## config.mk

```make
export PLATFORM = sky130hd
export DESIGN_NAME = pointer_gesture_classifier
export DESIGN_NICKNAME = d
export VERILOG_FILES = /design/src/sv/pgc_pkg.sv /design/src/sv/pgc_regs.sv /design/src/sv/pgc_front.sv /design/src/sv/pgc_fifo.sv /design/src/sv/pgc_back.sv /design/src/sv/pointer_gesture_classifier.sv
export SDC_FILE = /design/constraint.sdc
export NUM_CORES = 2
export LEC_CHECK = 0
export ABC_AREA = 1
export BUFFER_PORTS_ARGS = -buffer_cell sky130_fd_sc_hd__buf_4
export CAP_MARGIN = 20
export CORE_MARGIN = 2
export CORE_UTILIZATION = 30
export CTS_BUF_LIST = sky130_fd_sc_hd__clkbuf_4 sky130_fd_sc_hd__clkbuf_8
export DETAILED_ROUTE_END_ITERATION = 8
export PLACE_DENSITY_LB_ADDON = 0.08
export SYNTH_ARGS = -nofsm -noshare
export SYNTH_HDL_FRONTEND = slang
export SYNTH_HIERARCHICAL = 1
export SYNTH_SLANG_ARGS = --single-unit
```

## constraint.sdc

```tcl
create_clock -name clk_i -period 16.7 [get_ports clk_i]
set_input_delay 0.835 -clock clk_i [delete_from_list [all_inputs] [get_ports clk_i]]
set_output_delay 0.835 -clock clk_i [all_outputs]
set_load 0.01 [all_outputs]
```

## src/sv/pgc_pkg.sv

```systemverilog
// Shared types, codes and constants of the pointer gesture classifier.
package pgc_pkg;

  // Input operation codes.
  localparam logic [2:0] OP_NONE    = 3'd0;
  localparam logic [2:0] OP_PRESS   = 3'd1;
  localparam logic [2:0] OP_MOVE    = 3'd2;
  localparam logic [2:0] OP_RELEASE = 3'd3;
  localparam logic [2:0] OP_WHEEL   = 3'd4;
  localparam logic [2:0] OP_OTHER   = 3'd5;

  // Result kind codes.
  localparam logic [3:0] KIND_CLICK      = 4'd6;
  localparam logic [3:0] KIND_DOUBLE     = 4'd7;
  localparam logic [3:0] KIND_DRAG_START = 4'd8;
  localparam logic [3:0] KIND_DRAG       = 4'd9;
  localparam logic [3:0] KIND_DRAG_STOP  = 4'd10;

  // Configuration register indexes (byte address divided by four).
  localparam logic [1:0] REG_CLICK_MAX_SHIFT  = 2'd0;
  localparam logic [1:0] REG_CLICK_MAX_DELAY  = 2'd1;
  localparam logic [1:0] REG_DOUBLE_MAX_DELAY = 2'd2;

  localparam int unsigned ADDR_W = 4;

  // Reset values of the configuration registers.
  localparam logic [11:0] RST_CLICK_MAX_SHIFT    = 12'd80;
  localparam logic [23:0] RST_CLICK_MAX_SHIFT_SQ = 24'd6400;
  localparam logic [23:0] RST_CLICK_MAX_DELAY    = 24'd250000;
  localparam logic [23:0] RST_DOUBLE_MAX_DELAY   = 24'd200000;

  localparam int unsigned QUEUE_DEPTH = 2;

  typedef struct packed {
    logic [11:0] shift;
    logic [23:0] shift_sq;
    logic [23:0] click_delay;
    logic [23:0] dbl_delay;
  } pgc_cfg_t;

  // One decoded event waiting in the queue.
  typedef struct packed {
    logic [2:0]         op;
    logic signed [15:0] x;
    logic signed [15:0] y;
    logic [1:0]         button;
    logic [7:0]         mods;
    logic [47:0]        stamp;
    logic               take_time;
  } pgc_item_t;

  typedef struct packed {
    logic [3:0]         kind;
    logic signed [15:0] out_x;
    logic signed [15:0] out_y;
    logic [1:0]         out_button;
    logic [7:0]         out_mods;
    logic signed [15:0] press_x;
    logic signed [15:0] press_y;
    logic signed [15:0] prev_x;
    logic signed [15:0] prev_y;
    logic signed [16:0] shift_x;
    logic signed [16:0] shift_y;
    logic               press_valid;
  } pgc_result_t;

endpackage

```

## src/sv/pgc_regs.sv

```systemverilog
// Configuration registers behind the APB-style port.
module pgc_regs (
  input  logic                           clk_i,
  input  logic                           rst_ni,
  input  logic                           psel,
  input  logic                           penable,
  input  logic                           pwrite,
  input  logic [pgc_pkg::ADDR_W-1:0]     paddr,
  input  logic [31:0]                    pwdata,
  output logic [31:0]                    prdata,
  output logic                           pready,
  output pgc_pkg::pgc_cfg_t              cfg_o
);

  pgc_pkg::pgc_cfg_t cfg_q, cfg_d;
  logic              wr_en;
  logic [1:0]        reg_idx;

  assign pready  = 1'b1;
  assign wr_en   = psel & penable & pwrite;
  assign reg_idx = paddr[3:2];

  always_comb begin
    cfg_d = cfg_q;
    if (wr_en) begin
      unique case (reg_idx)
        pgc_pkg::REG_CLICK_MAX_SHIFT: begin
          cfg_d.shift    = pwdata[11:0];
          // The squared limit is kept so the distance test needs no multiply by it.
          cfg_d.shift_sq = 24'(pwdata[11:0]) * 24'(pwdata[11:0]);
        end
        pgc_pkg::REG_CLICK_MAX_DELAY:  cfg_d.click_delay = pwdata[23:0];
        pgc_pkg::REG_DOUBLE_MAX_DELAY: cfg_d.dbl_delay   = pwdata[23:0];
        default: ;
      endcase
    end
  end

  always_ff @(posedge clk_i or negedge rst_ni) begin
    if (!rst_ni) begin
      cfg_q.shift       <= pgc_pkg::RST_CLICK_MAX_SHIFT;
      cfg_q.shift_sq    <= pgc_pkg::RST_CLICK_MAX_SHIFT_SQ;
      cfg_q.click_delay <= pgc_pkg::RST_CLICK_MAX_DELAY;
      cfg_q.dbl_delay   <= pgc_pkg::RST_DOUBLE_MAX_DELAY;
    end else begin
      cfg_q <= cfg_d;
    end
  end

  always_comb begin
    unique case (reg_idx)
      pgc_pkg::REG_CLICK_MAX_SHIFT:  prdata = {20'd0, cfg_q.shift};
      pgc_pkg::REG_CLICK_MAX_DELAY:  prdata = {8'd0, cfg_q.click_delay};
      pgc_pkg::REG_DOUBLE_MAX_DELAY: prdata = {8'd0, cfg_q.dbl_delay};
      default:                       prdata = 32'd0;
    endcase
  end

  assign cfg_o = cfg_q;

endmodule

```

## src/sv/pgc_front.sv

```systemverilog
// Front end: accepts event words, decodes them and drops the ones that do nothing.
module pgc_front (
  input  logic                   s_valid_i,
  output logic                   s_ready_o,
  input  logic [95:0]            s_data_i,
  input  logic [2:0]             s_user_i,
  input  logic                   full_i,
  output logic                   push_o,
  output pgc_pkg::pgc_item_t     item_o
);

  logic op_known;
  logic op_timed;

  assign s_ready_o = !full_i;

  always_comb begin
    op_timed = (s_user_i == pgc_pkg::OP_PRESS) || (s_user_i == pgc_pkg::OP_MOVE) ||
               (s_user_i == pgc_pkg::OP_RELEASE) || (s_user_i == pgc_pkg::OP_WHEEL);
    // The pass-through kind is known but leaves the time alone.
    op_known = op_timed || (s_user_i == pgc_pkg::OP_OTHER);

    item_o.op        = s_user_i;
    item_o.x         = s_data_i[15:0];
    item_o.y         = s_data_i[31:16];
    item_o.button    = s_data_i[33:32];
    item_o.mods      = s_data_i[41:34];
    item_o.stamp     = s_data_i[89:42];
    item_o.take_time = op_timed && (s_data_i[89:42] != 48'd0);
  end

  // Unknown codes and the empty operation are accepted and discarded here.
  assign push_o = s_valid_i && !full_i && op_known;

endmodule

```

## src/sv/pgc_fifo.sv

```systemverilog
// Short queue of decoded events between the front end and the gesture engine.
module pgc_fifo #(
  parameter int unsigned Depth = pgc_pkg::QUEUE_DEPTH
) (
  input  logic               clk_i,
  input  logic               rst_ni,
  input  logic               push_i,
  input  pgc_pkg::pgc_item_t wdata_i,
  output logic               full_o,
  input  logic               pop_i,
  output logic               empty_o,
  output pgc_pkg::pgc_item_t rdata_o
);

  localparam int unsigned PtrW = $clog2(Depth);
  localparam int unsigned CntW = $clog2(Depth + 1);

  pgc_pkg::pgc_item_t mem_q [Depth];
  logic [PtrW-1:0]    wptr_q, wptr_d, rptr_q, rptr_d;
  logic [CntW-1:0]    count_q, count_d;
  logic               do_push, do_pop;

  assign full_o  = (count_q == CntW'(Depth));
  assign empty_o = (count_q == '0);
  assign do_push = push_i && !full_o;
  assign do_pop  = pop_i && !empty_o;
  assign rdata_o = mem_q[rptr_q];

  always_comb begin
    wptr_d  = wptr_q;
    rptr_d  = rptr_q;
    count_d = count_q;
    if (do_push) begin
      wptr_d = (wptr_q == PtrW'(Depth - 1)) ? '0 : wptr_q + PtrW'(1);
    end
    if (do_pop) begin
      rptr_d = (rptr_q == PtrW'(Depth - 1)) ? '0 : rptr_q + PtrW'(1);
    end
    priority if (do_push && !do_pop) begin
      count_d = count_q + CntW'(1);
    end else if (do_pop && !do_push) begin
      count_d = count_q - CntW'(1);
    end
  end

  always_ff @(posedge clk_i or negedge rst_ni) begin
    if (!rst_ni) begin
      wptr_q  <= '0;
      rptr_q  <= '0;
      count_q <= '0;
    end else begin
      wptr_q  <= wptr_d;
      rptr_q  <= rptr_d;
      count_q <= count_d;
    end
  end

  always_ff @(posedge clk_i) begin
    if (do_push) begin
      mem_q[wptr_q] <= wdata_i;
    end
  end

  a_count_bound: assert property (@(posedge clk_i) disable iff (!rst_ni)
    count_q <= CntW'(Depth))
    else $error("queue fill count beyond its depth");

endmodule

```

## src/sv/pgc_back.sv

```systemverilog
// Gesture engine: the state machine, position and time tracking, and the output register.
module pgc_back (
  input  logic                 clk_i,
  input  logic                 rst_ni,
  input  pgc_pkg::pgc_cfg_t    cfg_i,
  input  logic                 empty_i,
  input  pgc_pkg::pgc_item_t   item_i,
  output logic                 pop_o,
  output logic                 m_valid_o,
  input  logic                 m_ready_i,
  output pgc_pkg::pgc_result_t result_o
);

  localparam logic [2:0] ST_RELEASED    = 3'd0;
  localparam logic [2:0] ST_PRESS       = 3'd1;
  localparam logic [2:0] ST_CLICK       = 3'd2;
  localparam logic [2:0] ST_CLICK_PRESS = 3'd3;
  localparam logic [2:0] ST_DOUBLE      = 3'd4;
  localparam logic [2:0] ST_DRAGGING    = 3'd5;

  logic [2:0]         state_q, state_d, st;
  logic signed [15:0] press_x_q, press_x_d, press_y_q, press_y_d;
  logic signed [15:0] last_x_q, last_x_d, last_y_q, last_y_d;
  logic signed [15:0] cur_x_q, cur_x_d, cur_y_q, cur_y_d;
  logic [47:0]        now_q, press_time_q, press_time_d, now_d;

  logic [23:0]        limit;
  logic [48:0]        tdiff;
  logic               in_time;
  logic signed [16:0] dx, dy;
  logic [16:0]        mag_x, mag_y;
  logic [23:0]        sq_x, sq_y;
  logic [24:0]        travel_sq;
  logic               far;

  pgc_pkg::pgc_result_t res, res_q;
  logic                 res_valid, m_valid_q, m_valid_d;

  // Codes six and seven would behave as released.
  assign st = (state_q > ST_DRAGGING) ? ST_RELEASED : state_q;

  assign pop_o = !empty_i && (!m_valid_q || m_ready_i);

  // Press-to-event delay against the limit that the operation calls for;
  // time running backwards counts as no delay.
  always_comb begin
    now_d   = item_i.take_time ? item_i.stamp : now_q;
    limit   = (item_i.op == pgc_pkg::OP_PRESS) ? cfg_i.dbl_delay : cfg_i.click_delay;
    tdiff   = {1'b0, now_d} - {1'b0, press_time_q};
    in_time = tdiff[48] || (tdiff[47:0] <= {24'd0, limit});
  end

  // Squared travel from the press point. A component of 4096 or more already
  // exceeds the largest squared limit, so only 12-bit squares are needed.
  always_comb begin
    dx        = {item_i.x[15], item_i.x} - {press_x_q[15], press_x_q};
    dy        = {item_i.y[15], item_i.y} - {press_y_q[15], press_y_q};
    mag_x     = dx[16] ? (~dx + 17'd1) : dx;
    mag_y     = dy[16] ? (~dy + 17'd1) : dy;
    sq_x      = 24'(mag_x[11:0]) * 24'(mag_x[11:0]);
    sq_y      = 24'(mag_y[11:0]) * 24'(mag_y[11:0]);
    travel_sq = {1'b0, sq_x} + {1'b0, sq_y};
    far       = (|mag_x[16:12]) || (|mag_y[16:12]) ||
                (travel_sq > {1'b0, cfg_i.shift_sq});
  end

  always_comb begin
    state_d      = st;
    press_x_d    = press_x_q;
    press_y_d    = press_y_q;
    last_x_d     = last_x_q;
    last_y_d     = last_y_q;
    cur_x_d      = cur_x_q;
    cur_y_d      = cur_y_q;
    press_time_d = press_time_q;

    res_valid       = 1'b1;
    res.kind        = {1'b0, item_i.op};
    res.out_x       = item_i.x;
    res.out_y       = item_i.y;
    res.out_button  = item_i.button;
    res.out_mods    = item_i.mods;
    res.press_x     = '0;
    res.press_y     = '0;
    res.prev_x      = '0;
    res.prev_y      = '0;
    res.shift_x     = '0;
    res.shift_y     = '0;
    res.press_valid = 1'b0;

    unique case (item_i.op)
      pgc_pkg::OP_PRESS: begin
        cur_x_d      = item_i.x;
        cur_y_d      = item_i.y;
        press_time_d = now_d;
        if (st == ST_RELEASED) begin
          press_x_d = item_i.x;
          press_y_d = item_i.y;
        end
        unique case (st)
          ST_PRESS, ST_DRAGGING: res_valid = 1'b0;
          ST_RELEASED, ST_DOUBLE: state_d = ST_PRESS;
          ST_CLICK: state_d = in_time ? ST_CLICK_PRESS : ST_PRESS;
          default: ;
        endcase
      end
      pgc_pkg::OP_MOVE: begin
        last_x_d = cur_x_q;
        last_y_d = cur_y_q;
        cur_x_d  = item_i.x;
        cur_y_d  = item_i.y;
        unique case (st)
          ST_PRESS, ST_CLICK_PRESS: begin
            if (far) begin
              state_d         = ST_DRAGGING;
              res.kind        = pgc_pkg::KIND_DRAG_START;
              res.press_x     = press_x_q;
              res.press_y     = press_y_q;
              res.press_valid = 1'b1;
            end
          end
          ST_CLICK: begin
            if (far) begin
              state_d = ST_RELEASED;
            end
          end
          ST_DOUBLE: state_d = ST_RELEASED;
          ST_DRAGGING: begin
            res.kind        = pgc_pkg::KIND_DRAG;
            res.press_x     = press_x_q;
            res.press_y     = press_y_q;
            res.prev_x      = cur_x_q;
            res.prev_y      = cur_y_q;
            res.shift_x     = dx;
            res.shift_y     = dy;
            res.press_valid = 1'b1;
          end
          default: ;
        endcase
      end
      pgc_pkg::OP_RELEASE: begin
        cur_x_d = item_i.x;
        cur_y_d = item_i.y;
        unique case (st)
          ST_RELEASED, ST_CLICK: res_valid = 1'b0;
          ST_DOUBLE: state_d = ST_RELEASED;
          ST_DRAGGING: begin
            state_d         = ST_RELEASED;
            res.kind        = pgc_pkg::KIND_DRAG_STOP;
            res.press_x     = press_x_q;
            res.press_y     = press_y_q;
            res.prev_x      = last_x_q;
            res.prev_y      = last_y_q;
            res.press_valid = 1'b1;
          end
          default: begin
            // Pressed, either the first press or the second of a pair.
            if (in_time) begin
              res.kind = (st == ST_CLICK_PRESS) ? pgc_pkg::KIND_DOUBLE : pgc_pkg::KIND_CLICK;
              state_d  = ST_CLICK;
            end else begin
              state_d = ST_RELEASED;
            end
          end
        endcase
      end
      pgc_pkg::OP_WHEEL: begin
        if (st == ST_DOUBLE) begin
          state_d = ST_RELEASED;
        end
      end
      default: ;
    endcase
  end

  always_comb begin
    m_valid_d = m_valid_q;
    priority if (pop_o) begin
      m_valid_d = res_valid;
    end else if (m_ready_i) begin
      m_valid_d = 1'b0;
    end
  end

  always_ff @(posedge clk_i or negedge rst_ni) begin
    if (!rst_ni) begin
      state_q      <= ST_RELEASED;
      press_x_q    <= '0;
      press_y_q    <= '0;
      last_x_q     <= '0;
      last_y_q     <= '0;
      cur_x_q      <= '0;
      cur_y_q      <= '0;
      now_q        <= '0;
      press_time_q <= '0;
      m_valid_q    <= 1'b0;
    end else begin
      m_valid_q <= m_valid_d;
      if (pop_o) begin
        state_q      <= state_d;
        press_x_q    <= press_x_d;
        press_y_q    <= press_y_d;
        last_x_q     <= last_x_d;
        last_y_q     <= last_y_d;
        cur_x_q      <= cur_x_d;
        cur_y_q      <= cur_y_d;
        now_q        <= now_d;
        press_time_q <= press_time_d;
      end
    end
  end

  always_ff @(posedge clk_i) begin
    if (pop_o && res_valid) begin
      res_q <= res;
    end
  end

  assign m_valid_o = m_valid_q;
  assign result_o  = res_q;

  a_press_valid_kind: assert property (@(posedge clk_i) disable iff (!rst_ni)
    (m_valid_q && res_q.press_valid) |->
      (res_q.kind == pgc_pkg::KIND_DRAG_START || res_q.kind == pgc_pkg::KIND_DRAG ||
       res_q.kind == pgc_pkg::KIND_DRAG_STOP))
    else $error("press fields marked valid on a word that is not a drag");

  a_drag_stop_releases: assert property (@(posedge clk_i) disable iff (!rst_ni)
    (pop_o && res_valid && res.kind == pgc_pkg::KIND_DRAG_STOP) |=> (state_q == ST_RELEASED))
    else $error("drag stop did not return the gesture to released");

  a_drag_entry: assert property (@(posedge clk_i) disable iff (!rst_ni)
    (state_q == ST_DRAGGING && $past(state_q) != ST_DRAGGING) |->
      ($past(state_q) == ST_PRESS || $past(state_q) == ST_CLICK_PRESS))
    else $error("drag entered from a state that is not pressed");

endmodule

```

## src/sv/pointer_gesture_classifier.sv

```systemverilog
// Top level of the pointer gesture classifier.
//
// This block turns a stream of pointer event words (press, move, release,
// wheel, other) into gesture words: each event is passed on unchanged, dropped,
// or replaced by a click, double click, drag start, drag step or drag stop.
// A front end takes one event word per clock while the queue is not full,
// discards empty and unknown operations, and writes the rest into a short
// queue; the gesture engine behind it pops one entry per clock while its
// output register is empty or being taken, updates the six-state gesture
// machine, the press, last and current positions and the event times, and
// loads at most one result word into its output register. The sustained rate
// is one event word per clock while the output is not stalled. An event word
// is first written into the queue; the engine then pops it and loads its
// result into the output register, and that update holds the 48-bit
// press-to-event delay compare and the squared travel compare (two 12-bit
// squares against the stored square of the shift limit). A stall on the
// output only fills the queue, so input words keep flowing until the queue
// is full. Timestamps are integer microseconds, and a zero timestamp keeps
// the previous time. Configuration registers sit at byte addresses 0 (click
// shift limit), 4 (click delay) and 8 (double click delay) and should be
// written only while no event is in flight.
module pointer_gesture_classifier #(
  parameter int unsigned QueueDepth = pgc_pkg::QUEUE_DEPTH
) (
  input  logic                       clk_i,
  input  logic                       rst_ni,
  // Event input.
  input  logic                       s_axis_tvalid,
  output logic                       s_axis_tready,
  // pos_x[15:0], pos_y[31:16], button[33:32], mods[41:34], stamp_us[89:42], zero fill
  input  logic [95:0]                s_axis_tdata,
  // operation[2:0]
  input  logic [2:0]                 s_axis_tuser,
  // Gesture output.
  output logic                       m_axis_tvalid,
  input  logic                       m_axis_tready,
  // out_x[15:0], out_y[31:16], out_button[33:32], out_mods[41:34], press_x[57:42],
  // press_y[73:58], prev_x[89:74], prev_y[105:90], shift_x[122:106],
  // shift_y[139:123], zero fill
  output logic [143:0]               m_axis_tdata,
  // kind[3:0], press_valid[4]
  output logic [4:0]                 m_axis_tuser,
  // Configuration port.
  input  logic                       psel,
  input  logic                       penable,
  input  logic                       pwrite,
  input  logic [pgc_pkg::ADDR_W-1:0] paddr,
  input  logic [31:0]                pwdata,
  output logic [31:0]                prdata,
  output logic                       pready
);

  pgc_pkg::pgc_cfg_t    cfg;
  pgc_pkg::pgc_item_t   front_item, head_item;
  pgc_pkg::pgc_result_t res;
  logic                 push, full, pop, empty;

  pgc_regs u_regs (
    .clk_i   (clk_i),
    .rst_ni  (rst_ni),
    .psel    (psel),
    .penable (penable),
    .pwrite  (pwrite),
    .paddr   (paddr),
    .pwdata  (pwdata),
    .prdata  (prdata),
    .pready  (pready),
    .cfg_o   (cfg)
  );

  pgc_front u_front (
    .s_valid_i (s_axis_tvalid),
    .s_ready_o (s_axis_tready),
    .s_data_i  (s_axis_tdata),
    .s_user_i  (s_axis_tuser),
    .full_i    (full),
    .push_o    (push),
    .item_o    (front_item)
  );

  pgc_fifo #(
    .Depth (QueueDepth)
  ) u_fifo (
    .clk_i   (clk_i),
    .rst_ni  (rst_ni),
    .push_i  (push),
    .wdata_i (front_item),
    .full_o  (full),
    .pop_i   (pop),
    .empty_o (empty),
    .rdata_o (head_item)
  );

  pgc_back u_back (
    .clk_i     (clk_i),
    .rst_ni    (rst_ni),
    .cfg_i     (cfg),
    .empty_i   (empty),
    .item_i    (head_item),
    .pop_o     (pop),
    .m_valid_o (m_axis_tvalid),
    .m_ready_i (m_axis_tready),
    .result_o  (res)
  );

  assign m_axis_tdata = {4'd0, res.shift_y, res.shift_x, res.prev_y, res.prev_x,
                         res.press_y, res.press_x, res.out_mods, res.out_button,
                         res.out_y, res.out_x};
  assign m_axis_tuser = {res.press_valid, res.kind};

endmodule
```

* Word-level counts from Yosys, hierarchy flattened
Memory sizes are Yosys's and may differ from the RTL's. Cells that the tools add are included.
Operators by class: $add $sub $neg 10, equality and inequality tests 17, bitwise gates (word level) 4, reduce and logical (&&, ||, !) cells 45, order comparisons 3, muxes and demuxes 41, $mul 3
Operators with widths (number):
- $pmux 64 s2 | 1
- $mul 12x12->24 | 3
- $pmux 24 s3 | 1
- $mux 66 | 1
- $mux 64 | 1
- $pmux 32 s2 | 1
- $sub 48x48->49 | 1
- $le 48x24->1 | 1
- $mux 48 | 1
- $reduce_bool 48->1 | 1
- $add 17x1->17 const B | 2
- $mux 17 | 2
- $not 17->17 | 2
- $sub 16x16->17 | 2
- $mux 32 | 1
- $add 24x24->25 | 1
- $gt 25x24->1 | 1
- $mux 24 | 1
- $pmux 4 s2 | 3
- $eq 3x2->1 const B | 6
- $eq 3x3->1 const B | 5
- $reduce_and 2->1 | 7
- $mux 3 | 4
- $pmux 3 s2 | 2
- other kinds (24) | 72
Storage, ports and cells: register bits 429, bits in writable memories 188, word-level logic and storage cells 153, memories kept 1, bits of input ports 142
Memory list:
- u_fifo.mem_q | words 2, bits a word 94, rd ports 1, clocked after Yosys merged registers in 0, write ports 1, line pgc_fifo.sv:18 | pgc_pkg::pgc_item_t mem_q [Depth];

* Logic depth before layout (Yosys ltp)
An unclocked memory read counts as a cell.
depth after elaboration 12, gate-level depth with buffers 62

* Hierarchy
The synthesis kept the hierarchy.
By module, submodules not included:
- pgc_back | seq. area each 9258.9 µm², cells an instance 3743, area each 29336.9 µm², instances 1
- pgc_regs | seq. area each 2074.5 µm², cells an instance 971, area each 7707.4 µm², instances 1
- pgc_fifo | seq. area each 5745.5 µm², cells an instance 523, area each 7081.8 µm², instances 1
- pgc_front | seq. area each 0.0 µm², cells an instance 142, area each 898.4 µm², instances 1
- pointer_gesture_classifier | seq. area each 0.0 µm², cells an instance 5, area each 33.8 µm², instances 1

* Worst setup path before layout
No wires, ideal clock.
path type register -> register, from reg u_fifo.rptr_q, to reg u_back.m_valid_q, in the netlist u_back/m_valid_o, cell stages (with the launch flop) 11, arrival time 13.866 ns, setup slack 2.695 ns, cells stage by stage dfrtp_1 -> buf_2 -> inv_2 -> buf_2 -> nand2_1 -> nand2_1 -> nor2_1 -> inv_1 -> nor2_1 -> a311oi_1 -> or2_2
RTL lines:
- start, declared | line pgc_fifo.sv:19 | logic [PtrW-1:0] wptr_q, wptr_d, rptr_q, rptr_d;
- start signal, assigned | line pgc_fifo.sv:53 | rptr_q <= rptr_d;
- end signal, assigned | line pgc_back.sv:198 | m_valid_q <= m_valid_d;
- end, declared | line pgc_back.sv:37 | logic res_valid, m_valid_q, m_valid_d;

==> qor.yml <==
outcome:
  status: "complete, no violations"
worst_setup_path:
  max_stage_delay_ps: 780
  cp_common_cell: "nand2_1"
  critPathLaunchType: "flop"
  crit_family: "adder cells"
  worstPathArrival_ps: 12990
  cp.required_ps: 17220
  crit_type: "reg2reg"
  endpoint_kind: "flop"
  cp_num_buf_inv: 9
  crit_path_top_delay_cell: "xor2_2"
  crit_fanout: 35
timing:
  clock_skew_ps: 89.4
  rsz0062_at_grt: "false"
  max_slew_margin_pct: 32.8
  worst_slack_ps: 4230
  setup_viol: 0
  final-hold-violation-count: 0
  fmax_mhz: 80.2
  holdWs_ps: 192
  tns_ps: 0
  min_period_over_period_pct: 74.7
  period_needed_ps: 12470
  tightest_slew_ps: 1010
  drv_slew: 0
die:
  initial_core_util_pct: 30.2
  coreArea_um2: 149000
  fp.dieArea_um2: 153000
  num_io_pins: 326
  die_y_um: 392
  rows: 142
  die_w_um: 392
global_routing:
  antenna_found_initial: 2
  grt_pass1_wl_um: 208000
  grt_pass1_vias: 34500
  grt_start_max_net_pins: 121
  grt_overflow: 0
  grt_use_total_pct: 17.7
yosys:
  netlist_instances: 5383
  avgSynthCellArea_um2: 8.37
  synth_area_um2: 45100
  ys_warn_count: 6
clock_network:
  cts_tree: "done"
  cts_resized: 0
  numCtsBuffers: 117
  cts.sinks: 615
  insertion_delay_ps: 850
  clock_path_buffers: 3
  post-cts-setup-buffer-count: 0
  ctsRootBufferMaster: "clkbuf_8"
  cts_max_level: 3
  clk_pin_slew_ps: 60
  postCtsHoldBufs: 1
layout:
  drive_gt1_share_pct: 12.1
  nFillCells: 15800
  final_nets: 6318
  fin_util_pct: 34.4
  area_delta_synth_final_pct: 13.9
drt:
  via_per_inst: 4.39
  finalWirelength_um: 133000
  vias: 33900
  ant_nets: 0
  first_iter_violations: 1814
  drt-wirelength-per-cell_um: 17.3
  firstDrtPassIters: 7
  drt_drc_violations_left: 0
place:
  dp_hpwl_um: 103000
  preCtsSetupSlack_ps: 3950
  io_buffers: 296
  gp_congestion: 0.836
run:
  drv_cap: 0
hold_path:
  hp-class: "in2reg"
-- per-stage QoR --
step | area (um2) | cells
after global routing | 51300 | 7724
after CTS | 51300 | 7719
after detailed placement | 48700 | 7496
final | 51300 | 7727
after floorplan | 45100 | 5394
after global placement | 48700 | 7496
-- cell usage in the layout (no fill, tap or decap), drive strengths merged, types with 12 or more instances in the layout --
master,count
conb,14
mux2i,24
o21bai,19
xnor2,24
ha,293
inv,1031
o21ai,402
buf,335
dfstp,18
nand2,1495
nand4,29
clkinv,20
nor3,15
dfrtp,264
nand3b,23
clkbuf,192
a22o,12
nand3,196
edfxtp,333
a21oi,172
fa,282
nor2,396
xor2,56
-- layout make-up --
cell class                      instances  area (um2)  area share (%)
Clock inverter                         30         295           0.575
Multi-Input combinational cell       3505       22700            44.2
Sequential cell                       615       17100            33.3
Clock buffer                          192        2290            4.47
Tap cell                             2016        2520            4.91
Antenna cell                            7        17.5          0.0341
Inverter                             1026        3850            7.51
Timing Repair Buffer                  336        2560            4.98
-- state kept, by name, indices dropped and copies added, names as in the netlist --
name	count
u_fifo/mem_q	188
u_back/result_o	145
u_regs/cfg_o	82
u_back/now_q	48
u_back/press_time_q	48
u_back/cur_x_q	16
u_back/cur_y_q	16
u_back/last_x_q	16
u_back/last_y_q	16
u_back/press_x_q	16
u_back/press_y_q	16
u_back/state_q	3
u_fifo/count_q	2
u_back/m_valid_o	1
u_fifo/rptr_q	1
u_fifo/wptr_q	1
-- worst register-to-register path: cells and delay by family, from the launching register on --
family                   cells  cell delay (ps)
AO/OA/AOI/OAI               10             1940
flip-flops                   1              630
adder cells (fa/ha/maj)     10             4590
buffers and inverters        9             1370
XOR/XNOR                     2             1000
AND/OR/NAND/NOR             20             2680
-- final timing paths --
kind                       slack, ps             endpoint  cells after the start              from
max                             4230  u_back/result_o[67]                     51     u_fifo/rptr_q
min                              190  u_fifo/mem_q[0][35]                      1  s_axis_tdata[76]
max reg2reg                     4230  u_back/result_o[67]                     51     u_fifo/rptr_q
min reg2reg                      470     u_regs/cfg_o[60]                      2  u_regs/cfg_o[60]
max in group asynchronous      14130    u_back/cur_x_q[2]                      4            rst_ni
min in group asynchronous        550     u_regs/cfg_o[20]                      2            rst_ni
-- routing by layer --
metal | global-route usage [%] | part of all wire [%] | up-vias
met5 | 0 | 0 | -
met4 | 3.66 | 1.6 | 0
met3 | 2.32 | 4.1 | 149
met2 | 29.6 | 47 | 583
met1 | 24.4 | 47 | 16000
li1 | - | - | 17200
Power is left out: the tool's default activity adds up to more than one toggle a clock period on the data nets, which glitch-free logic cannot reach.
